[src/rtl/b64e_pkg.sv]
// ----------------------------------------------------------------------------
// b64e_pkg
// Shared types, constants and the sextet-to-character mapping for the Base64
// stream encoder.
// ----------------------------------------------------------------------------
package b64e_pkg;

  // ASCII '=' used for group padding
  localparam logic [6:0] PAD_CHAR = 7'h3D;

  // Characters that one byte produces, as handed from front to back
  typedef struct packed {
    logic [3:0][6:0] chars;     // characters in emission order, entry 0 first
    logic [1:0]      last_idx;  // index of the final character of this item
    logic            msg_end;   // item closes the message
  } job_t;

  // Map a 6-bit sextet to its RFC 4648 character
  function automatic logic [6:0] sextet_char(input logic [5:0] v);
    logic [6:0] v7;
    logic [6:0] r;
    v7 = {1'b0, v};
    if (v7 < 7'd26) begin
      r = v7 + 7'd65;        // 'A'..'Z'
    end else if (v7 < 7'd52) begin
      r = v7 + 7'd71;        // 'a'..'z'
    end else if (v7 < 7'd62) begin
      r = v7 - 7'd4;         // '0'..'9'
    end else if (v7 == 7'd62) begin
      r = 7'h2B;             // '+'
    end else begin
      r = 7'h2F;             // '/'
    end
    return r;
  endfunction

endpackage

[src/rtl/base64_stream_encoder.sv]
// ----------------------------------------------------------------------------
// base64_stream_encoder
// Byte stream to RFC 4648 Base64 character stream encoder.
// ----------------------------------------------------------------------------
// Input channel: in_valid / in_ready with data_byte and last_byte; last_byte
// marks the final byte of a message. Output channel: out_valid / out_ready
// with out_char (7-bit ASCII) and last_char on the final character of the
// encoded message, '=' padding included.
// Each byte yields one to four characters. A byte is taken and classified at
// once; its characters wait in a QUEUE_DEPTH-entry queue and the output stage
// hands out one character per cycle while the receiver is ready. The first
// character of a byte passes through the queue entry and the output register
// before it appears. Throughput is set by the output stage: a byte yields one
// to four characters (four characters per three bytes in a long message, plus
// padding at its end). Input is taken every cycle while the queue has room.
// Reset clears the group position, the queue and the output stage; no
// characters are pending afterwards. When the receiver stalls the current
// character holds, the queue fills, and in_ready drops once it is full.
// ----------------------------------------------------------------------------
module base64_stream_encoder #(
  parameter int QUEUE_DEPTH = 2
) (
  input  logic       clk,
  input  logic       rst,
  input  logic       in_valid,
  output logic       in_ready,
  input  logic [7:0] data_byte,
  input  logic       last_byte,
  output logic       out_valid,
  input  logic       out_ready,
  output logic [6:0] out_char,
  output logic       last_char
);

  b64e_pkg::job_t front_job;
  b64e_pkg::job_t q_job;
  logic           push;
  logic           q_full;
  logic           q_empty;
  logic           q_pop;

  // Accept an item whenever the queue has room
  assign in_ready = !q_full;
  assign push     = in_valid && in_ready;

  b64e_front u_front (
    .clk       (clk),
    .rst       (rst),
    .push      (push),
    .data_byte (data_byte),
    .last_byte (last_byte),
    .job       (front_job)
  );

  b64e_queue #(
    .DEPTH (QUEUE_DEPTH)
  ) u_queue (
    .clk      (clk),
    .rst      (rst),
    .push     (push),
    .push_job (front_job),
    .full     (q_full),
    .pop      (q_pop),
    .pop_job  (q_job),
    .empty    (q_empty)
  );

  b64e_back u_back (
    .clk       (clk),
    .rst       (rst),
    .q_empty   (q_empty),
    .q_job     (q_job),
    .q_pop     (q_pop),
    .out_valid (out_valid),
    .out_ready (out_ready),
    .out_char  (out_char),
    .last_char (last_char)
  );

endmodule

[src/rtl/b64e_front.sv]
// ----------------------------------------------------------------------------
// b64e_front
// Tracks the position within the 3-byte group and the leftover bits, and
// turns each accepted byte into the one to four characters it completes.
// ----------------------------------------------------------------------------
module b64e_front (
  input  logic            clk,
  input  logic            rst,
  input  logic            push,
  input  logic [7:0]      data_byte,
  input  logic            last_byte,
  output b64e_pkg::job_t  job
);

  typedef enum logic [2:0] {
    PH0 = 3'b001,
    PH1 = 3'b010,
    PH2 = 3'b100
  } phase_t;

  phase_t     phase, phase_next;
  logic [3:0] leftover, leftover_next;

  // Classify the byte by group position and build its characters
  always_comb begin
    job           = '0;
    phase_next    = phase;
    leftover_next = leftover;
    case (phase)
      PH1: begin
        job.chars[0] = b64e_pkg::sextet_char({leftover[1:0], data_byte[7:4]});
        if (last_byte) begin
          job.chars[1]  = b64e_pkg::sextet_char({data_byte[3:0], 2'b00});
          job.chars[2]  = b64e_pkg::PAD_CHAR;
          job.last_idx  = 2'd2;
          job.msg_end   = 1'b1;
          phase_next    = PH0;
          leftover_next = '0;
        end else begin
          job.last_idx  = 2'd0;
          phase_next    = PH2;
          leftover_next = data_byte[3:0];
        end
      end
      PH2: begin
        job.chars[0]  = b64e_pkg::sextet_char({leftover, data_byte[7:6]});
        job.chars[1]  = b64e_pkg::sextet_char(data_byte[5:0]);
        job.last_idx  = 2'd1;
        job.msg_end   = last_byte;
        phase_next    = PH0;
        leftover_next = '0;
      end
      default: begin
        job.chars[0] = b64e_pkg::sextet_char(data_byte[7:2]);
        if (last_byte) begin
          job.chars[1]  = b64e_pkg::sextet_char({data_byte[1:0], 4'b0000});
          job.chars[2]  = b64e_pkg::PAD_CHAR;
          job.chars[3]  = b64e_pkg::PAD_CHAR;
          job.last_idx  = 2'd3;
          job.msg_end   = 1'b1;
          phase_next    = PH0;
          leftover_next = '0;
        end else begin
          job.last_idx  = 2'd0;
          phase_next    = PH1;
          leftover_next = {2'b00, data_byte[1:0]};
        end
      end
    endcase
  end

  // Advance group state on each accepted item
  always_ff @(posedge clk) begin
    if (rst) begin
      phase    <= PH0;
      leftover <= '0;
    end else if (push) begin
      phase    <= phase_next;
      leftover <= leftover_next;
    end
  end

endmodule

[src/rtl/b64e_queue.sv]
// ----------------------------------------------------------------------------
// b64e_queue
// Short first-in first-out queue of character jobs between the front and
// the back, so that each side can stall on its own.
// ----------------------------------------------------------------------------
module b64e_queue #(
  parameter int DEPTH = 2
) (
  input  logic            clk,
  input  logic            rst,
  input  logic            push,
  input  b64e_pkg::job_t  push_job,
  output logic            full,
  input  logic            pop,
  output b64e_pkg::job_t  pop_job,
  output logic            empty
);

  localparam int AW = $clog2(DEPTH);
  localparam int CW = $clog2(DEPTH + 1);

  b64e_pkg::job_t entries [DEPTH];
  logic [AW-1:0]  wr_ptr;
  logic [AW-1:0]  rd_ptr;
  logic [CW-1:0]  count;

  assign full    = (count == CW'(DEPTH));
  assign empty   = (count == '0);
  assign pop_job = entries[rd_ptr];

  // Store pushed item
  always_ff @(posedge clk) begin
    if (push) begin
      entries[wr_ptr] <= push_job;
    end
  end

  // Advance pointers and fill count
  always_ff @(posedge clk) begin
    if (rst) begin
      wr_ptr <= '0;
      rd_ptr <= '0;
      count  <= '0;
    end else begin
      if (push) begin
        wr_ptr <= (wr_ptr == AW'(DEPTH - 1)) ? '0 : wr_ptr + 1'b1;
      end
      if (pop) begin
        rd_ptr <= (rd_ptr == AW'(DEPTH - 1)) ? '0 : rd_ptr + 1'b1;
      end
      case ({push, pop})
        2'b10:   count <= count + 1'b1;
        2'b01:   count <= count - 1'b1;
        default: count <= count;
      endcase
    end
  end

  // Queue never overflows or underflows
  a_no_overflow: assert property (@(posedge clk) disable iff (rst) !(push && full))
    else $error("push into full queue");
  a_no_underflow: assert property (@(posedge clk) disable iff (rst) !(pop && empty))
    else $error("pop from empty queue");
  a_count_range: assert property (@(posedge clk) disable iff (rst) count <= CW'(DEPTH))
    else $error("queue count out of range");

endmodule

[src/rtl/b64e_back.sv]
// ----------------------------------------------------------------------------
// b64e_back
// Takes character jobs from the queue and hands them out one character
// per cycle while out_ready holds, marking each message's final character.
// ----------------------------------------------------------------------------
module b64e_back (
  input  logic            clk,
  input  logic            rst,
  input  logic            q_empty,
  input  b64e_pkg::job_t  q_job,
  output logic            q_pop,
  output logic            out_valid,
  input  logic            out_ready,
  output logic [6:0]      out_char,
  output logic            last_char
);

  b64e_pkg::job_t cur;
  logic           busy;
  logic [1:0]     idx;
  logic           fin;

  // Finish the current job when its final character is taken
  assign fin   = busy && out_ready && (idx == cur.last_idx);
  assign q_pop = !q_empty && (!busy || fin);

  assign out_valid = busy;
  assign out_char  = cur.chars[idx];
  assign last_char = cur.msg_end && (idx == cur.last_idx);

  // Hold the job being emitted
  always_ff @(posedge clk) begin
    if (q_pop) begin
      cur <= q_job;
    end
  end

  // Step through characters, load the next job back to back
  always_ff @(posedge clk) begin
    if (rst) begin
      busy <= 1'b0;
      idx  <= '0;
    end else if (q_pop) begin
      busy <= 1'b1;
      idx  <= '0;
    end else if (fin) begin
      busy <= 1'b0;
      idx  <= '0;
    end else if (busy && out_ready) begin
      idx <= idx + 1'b1;
    end
  end

  // Character index never runs past the job, end mark only on final character
  a_idx_in_job: assert property (@(posedge clk) disable iff (rst)
    busy |-> (idx <= cur.last_idx))
    else $error("character index beyond job");
  a_pop_only_free: assert property (@(posedge clk) disable iff (rst)
    (busy && !fin) |-> !q_pop)
    else $error("job loaded while previous still emitting");
  a_hold_stalled: assert property (@(posedge clk) disable iff (rst)
    (out_valid && !out_ready) |=> (out_valid && $stable(out_char) && $stable(last_char)))
    else $error("output item changed while stalled");

endmodule
[config.mk]
export PLATFORM = sky130hd
export DESIGN_NAME = base64_stream_encoder
export DESIGN_NICKNAME = d
export VERILOG_FILES = /design/src/rtl/b64e_pkg.sv /design/src/rtl/base64_stream_encoder.sv /design/src/rtl/b64e_front.sv /design/src/rtl/b64e_queue.sv /design/src/rtl/b64e_back.sv
export SDC_FILE = /design/constraint.sdc
export NUM_CORES = 1
export LEC_CHECK = 0
export ABC_AREA = 1
export BUFFER_PORTS_ARGS = -buffer_cell sky130_fd_sc_hd__clkbuf_2
export CAP_MARGIN = 20
export CORE_MARGIN = 5
export CORE_UTILIZATION = 28
export CTS_CLUSTER_DIAMETER = 100
export DETAILED_ROUTE_END_ITERATION = 12
export PLACE_DENSITY = 0.48
export SLEW_MARGIN = 40
export SYNTH_ARGS = -nofsm -noshare
export SYNTH_HDL_FRONTEND = slang
export SYNTH_SLANG_ARGS = --single-unit
[constraint.sdc]
create_clock -name clk -period 2 [get_ports clk]
set_input_delay 0.2 -clock clk [delete_from_list [all_inputs] [get_ports clk]]
set_output_delay 0.2 -clock clk [all_outputs]
set_load 0.03 [all_outputs]
# Word-level counts from Yosys, hierarchy flattened
# Memories as Yosys holds them, arrays and structs flattened. A register that Yosys moved wholly into a read port is not among the register bits.
# Cells that the tools add are included.
dict set report totals {
  register_bits 21
  mem_bits_rw 60
  in_bits 13
  out_inout_bits 10
  elab_cells 113
  memories 1
}
dict set report classes {
  add_sub_neg 22
  order_cmp 16
  n_eq_ne 10
  mux 42
  reduce_logical 14
}
# name depth word_bits rd rd_ports_with_merged_regs write_ports line_no
set memory_table {}
lappend memory_table {u_queue.entries 2 30 1 1 1 b64e_queue.sv:22} ;# b64e_pkg::job_t entries [DEPTH];
# operator n
set op_table {}
lappend op_table {{7-bit 2-to-1 mux} 16}
lappend op_table {{6-bit by 7-bit adder with 7-bit output (second input constant)} 12}
lappend op_table {{6-bit < comparator (second input constant)} 9}
lappend op_table {{6-bit by 5-bit < comparator with 1-bit output (second input constant)} 6}
lappend op_table {{6-bit by 3-bit subtractor with 7-bit output (second input constant)} 5}
lappend op_table {{17-bit one-hot mux with 2 select lines} 1}
lappend op_table {{6-bit == test (second input constant)} 4}
lappend op_table {{20-bit 2-to-1 mux} 1}
lappend op_table {{3-bit 2-to-1 mux} 5}
lappend op_table {{7-bit binary-select mux with 2-bit select} 1}
lappend op_table {{7-bit one-hot mux with 2 select lines} 1}
lappend op_table {{13-bit 2-to-1 mux} 1}
lappend op_table {{2-bit 2-to-1 mux} 4}
lappend op_table {{4-bit one-hot mux with 2 select lines} 1}
lappend op_table {{1-bit 2-to-1 mux} 7}
lappend op_table {{6-bit 2-to-1 mux} 1}
lappend op_table {{3-bit one-hot mux with 2 select lines} 1}
lappend op_table {{1-bit logical AND} 5}
lappend op_table {{2-bit by 1-bit adder with 2-bit output (second input constant)} 2}
lappend op_table {{2-bit == test (second input constant)} 2}
lappend op_table {{4-bit 2-to-1 mux} 1}
lappend op_table {{2-bit one-hot mux with 2 select lines} 1}
lappend op_table {{2-bit nonzero test} 2}
lappend op_table {{3-bit by 2-bit == test with 1-bit output (second input constant)} 1}
lappend op_table {{other kinds (11)} 14}

# Longest topological paths before layout
dict set report logic_depth {
  depth_word 6
  mapped_depth 15
  ltp_nobuf 14
}

# Cells and area by module
# Synthesis repeated with hierarchy kept, for this count alone.
dict set report unflattened {
  hier_cells 652
  area_unflattened_um2 6124.6
}
# module instances cells_each area_each_um2 seq_area_each_um2
set by_module_without_submodules {}
lappend by_module_without_submodules {b64e_queue 1 129 2469.9 1961.9}
lappend by_module_without_submodules {b64e_front 1 425 2341.0 140.1}
lappend by_module_without_submodules {b64e_back 1 95 1300.0 991.0}
lappend by_module_without_submodules {base64_stream_encoder 1 3 13.8 0.0}

# Least setup slack after synthesis
# Ideal clock, no wire load.
dict set report synth_path {
  path_kind {reg2reg}
  from {register u_back.busy, in the netlist u_back.out_valid}
  to {register u_queue.count[1]}
  setup_ps 70
  arrival_time_ps 2167
  t_required_ps 1930
  slack_ps -236
  path_stages_with_launch 12
  n_path_buf 0
  period_less_slack_ps 2236
  cell_sequence {dfxtp_1 > nand2_1 > nand3b_1 > nand2_1 > nand2_1 > inv_1 > ha_1 > a21oi_1 > o21ai_0 > inv_1 > o21ai_0 > a21oi_1}
}
dict set report synth_via {
  elab_chain_len 6
  elab_cells_between_ends 9
  cone_classes {eq/ne (2); mux (1); reduce/logical (6)}
}
# item line_no
set synth_rtl {}
lappend synth_rtl {{start: declaration} b64e_back.sv:19} ;# logic busy;
lappend synth_rtl {{start signal: assignment} b64e_back.sv:41} ;# busy <= 1'b0;
lappend synth_rtl {{start signal: assignment} b64e_back.sv:44} ;# busy <= 1'b1;
lappend synth_rtl {{start signal: assignment} b64e_back.sv:47} ;# busy <= 1'b0;
lappend synth_rtl {{1-bit logical AND (2 in a row)} b64e_back.sv:24} ;# assign fin = busy && out_ready && (idx == cur.last_idx);
lappend synth_rtl {{1-bit logical OR (*)} b64e_back.sv:25} ;# assign q_pop = !q_empty && (!busy || fin);
lappend synth_rtl {{1-bit logical AND (*)} b64e_back.sv:25}
lappend synth_rtl {{via q_pop} base64_stream_encoder.sv:40} ;# logic q_pop;
lappend synth_rtl {{2-bit by 1-bit == test with 1-bit output / 2-bit == test (equally long branches)} b64e_queue.sv:51} ;# case ({push, pop})
lappend synth_rtl {{2-bit one-hot mux with 2 select lines / 2-bit nonzero test (equally long branches)} n/a}
lappend synth_rtl {{end signal: assignment} b64e_queue.sv:52} ;# 2'b10: count <= count + 1'b1;
lappend synth_rtl {{end signal: assignment} b64e_queue.sv:53} ;# 2'b01: count <= count - 1'b1;
lappend synth_rtl {{end signal: assignment} b64e_queue.sv:54} ;# default: count <= count;
lappend synth_rtl {{end: declaration} b64e_queue.sv:25} ;# logic [CW-1:0] count;
# Mark *: on every way through the listed nets, which the timed path passes. The rest lies on a longest branch.
# A chain may end at the register's enable or synchronous reset.

# Worst setup path in the final report
dict set report layout_path {
  from {register u_back.idx[0]}
  to {output port out_char[4]}
}
dict set report layout_via {
  elab_chain_len 2
}
# item line_no
set layout_rtl {}
lappend layout_rtl {{start: declaration} b64e_back.sv:20} ;# logic [1:0] idx;
lappend layout_rtl {{start signal: assignment} b64e_back.sv:50} ;# idx <= idx + 1'b1;
lappend layout_rtl {{7-bit binary-select mux with 2-bit select} b64e_back.sv:28} ;# assign out_char = cur.chars[idx];
lappend layout_rtl {{7-bit 2-to-1 mux (implied by the code)} b64e_back.sv:28}
lappend layout_rtl {{end: declaration} base64_stream_encoder.sv:31} ;# output logic [6:0] out_char,
# No other way between the ends. The select of a mux whose other input is x is not followed.

==> results.ini <==
[sta]
worst_pin_slew_ps=405
timing.final.ws_setup_ps=152
fin_crit_ps=1850
rsz0062_at_grt=true
slew_headroom_pct=72.9
hold_violations=0
setup-violations-final=0
drv_slew=0
fin_worst_skew_ps=6.29
post-route-period-util_pct=92.4
fmax_mhz=541

[worst_setup_path]
endpoint_kind=primary output
crit_required_ps=1800
r2r-end=u_queue.count[1]$_SDFFE_PP0P_
reg2reg_from=u_back.cur[22]$_DFFE_PP_
crit_path_start_kind=flip-flop
critPathMaxFanout=10
regToRegSetupSlack_ps=200
critical_path_class=reg -> out
cp.arrival_ps=1650
cp-startpoint=u_back.idx[0]$_SDFFE_PP0P_
reg2regPathDepth=11

[cts]
cts_tree=yes
clkSlewWorstSetupHoldPaths_ps=50
cts.sinks=68
holdBufCountCts=0
cts_buffers=9
root_buffer=clkbuf_16
h-tree-depth=3
postCtsSetupRepairBufs=0
cts_buffer_depth=2
clk_latency_ps=320

[yosys]
synth.cell_area_um2=4620
syn_inst=563
yosysTopAreaCell=edfxtp_1
synth_compound_area_share_pct=9.97
synth_fa_ha_area_share_pct=6.50
ys_seq_area_share_pct=41.2
synth_area_leaders=edfxtp_1 (35%), nand2_1 (11%), nand3_1 (7.7%)
synth_top_cell_area_share_pct=35.1
avgSynthCellArea_um2=8.21
synth_warnings=0
yosysUniqueCellTypes=37
syn_nets=600
synth_top_family_by_area=simple AND/OR/NAND/NOR gates
synth-xor-area-share_pct=3.41
synth-seq-cells=68
synth_mux_area_share_pct=4.39
yosys.area_share.simple_pct=26.8

[route]
dr_total_vias=3940
finalWirelength_um=11300
drcViolationCount=0
wire_per_inst_um=13.6
dr.pass1.iters=5
drtAntennaViolNets=0
drt_iter0_drc=256
vias_per_cell=4.71

[die]
core_region_area_um2=16400
dieArea_um2=19200
dieWidth_um=138
initial_core_util_pct=28.2
num_rows=47
fp.dieH_um=138
io_pins=23

[min_path]
hold-path-endpoint=u_front.leftover[3]$_SDFFE_PP0P_
hold_start=rst
min_path_type=in -> reg
holdPathStages=2

[pwr]
swShare_pct=32.6
seqPwrFrac_pct=39.3
p_leak_nw=2.27
power_frac_comb_pct=31.7
power.density_nw_per_um2=989
ir_drop_v=0.000693
power.internal_mw=3.63
power.share.clock_pct=29.0
p_sw_mw=1.76
finalPower_mw=5.39

[final_layout]
drive_gt1_share_pct=20.5
diodes=0
final_nets=648
fillerInstances=1695
mostFrequentLayoutCells=nand2_1 (135), nand3_1 (71), edfxtp_1 (54), inv_1 (45)
syn2layout_area_growth_pct=17.9
layout_commonest_cell=nand2_1

[place]
portBuffers=22
dp_slack_ps=61.1
gp_congestion=0.878
dp_hpwl_um=8970

[global_routing]
grt_use_total_pct=12.2
grt_start_max_net_pins=21
antenna_found_initial=0
first_global_vias=3930
overflow=0
grt_pass1_wl_um=19300

[run_status]
status=complete, no violations

[job]
max-cap-violations=0

-- registers in the layout, summed over array words and instances, names as in the netlist --
signal	cells
u_back.cur	18
u_front.phase	3
u_queue.rd_ptr	1
u_queue.entries	36
u_back.idx	2
u_back.out_valid	1
u_queue.wr_ptr	1
u_front.leftover	4
u_queue.count	2
-- per-layer routing --
metal	up-vias	GRT usage, %	wire length [um]
met2	102	20.1	5340
met1	1820	16.3	5380
li1	2001	-	-
met5	-	0	0
met4	0	4.21	193
met3	17	1.93	424
-- synth_stat cells --
cell type,instances
a21oi_1,34
a21oi_2,1
a31oi_1,1
and3_1,1
buf_2,5
buf_4,8
buf_6,3
clkbuf_1,1
clkinv_1,1
dfxtp_1,14
edfxtp_1,54
ha_1,24
inv_1,46
inv_2,14
inv_4,1
mux2_2,18
nand2_1,136
nand2_2,3
nand2_4,1
nand3_1,71
nand3_2,2
nand3b_1,1
nand4_1,5
nor2_1,36
nor2_2,2
nor2_4,5
nor2_8,1
nor3_1,3
nor3_2,1
nor3_4,1
o211ai_1,12
o21ai_0,33
o21ai_1,4
or2_0,1
or2_2,1
xnor2_1,5
xor2_1,13
-- what timing repair did --
item	CTS	global route
resized for setup	0	4
hold endpoints to repair	0	0
endpoints found under the setup margin	0	14
-- layout make-up --
type                       count  area (um^2)  share of cell area, %
multi-input combinational    416         2370                   43.5
clock inverter                 4         48.8                  0.896
tap                          220          275                   5.06
inverter                      62          239                   4.39
clock buffer                  12          256                   4.71
timing repair buffer          54          350                   6.43
sequential                    68         1900                   35.0
-- worst max-delay path: stages (launching register included) --
cell	delay [ps]
dfxtp_1	340
buf_4	170
clkinv_1	230
o21ai_2	260
o21ai_0	120
clkbuf_2	200
-- stage by stage --
step	instance area, um^2	util [%]	std cells	setup TNS (ps)	hold WS, ps
2_1_floorplan	4630	-	563	-61.9	299
3_3_place_gp	5130	31.3	820	0	456
3_5_place_dp	5130	31.3	820	0	464
4_1_cts	5440	33.1	836	0	177
5_1_grt	5450	33.2	836	-72.9	200
6_report	5450	33.2	836	0	187
-- logic make-up (layout without fill, tap and decap cells) --
kind of cell    Yosys count  after routing
xor+xnor                 18             18
simple gates            271            271
fa+ha+maj                24             24
compound gates           85             85
flops                    68             68
buf+inv                  79            132
mux                      18             18
-- power groups by stage --
stage                     combinational (mW)  clock, mW  sequential [mW]
after global placement                  1.71          0             2.14
after floorplan                         1.24          0             2.13
after CTS                               1.73       1.60             2.12
final                                   1.71       1.56             2.12
after global routing                    1.90       1.68             2.16
after detailed placement                1.71          0             2.15
-- how the worst max path moves through the flow --
stage	slack, ps	cells past startpoint	to
floorplan	-60	11	u_queue.count[1]$_SDFFE_PP0P_
global placement	100	9	u_queue.entries[1][15]$_DFFE_PP_
detailed placement	60	9	u_queue.entries[0][9]$_DFFE_PP_
CTS	80	5	out_char[4]
global route	-30	11	u_queue.count[1]$_SDFFE_PP0P_
finish	150	5	out_char[4]
(Power assumes the default switching activity.)
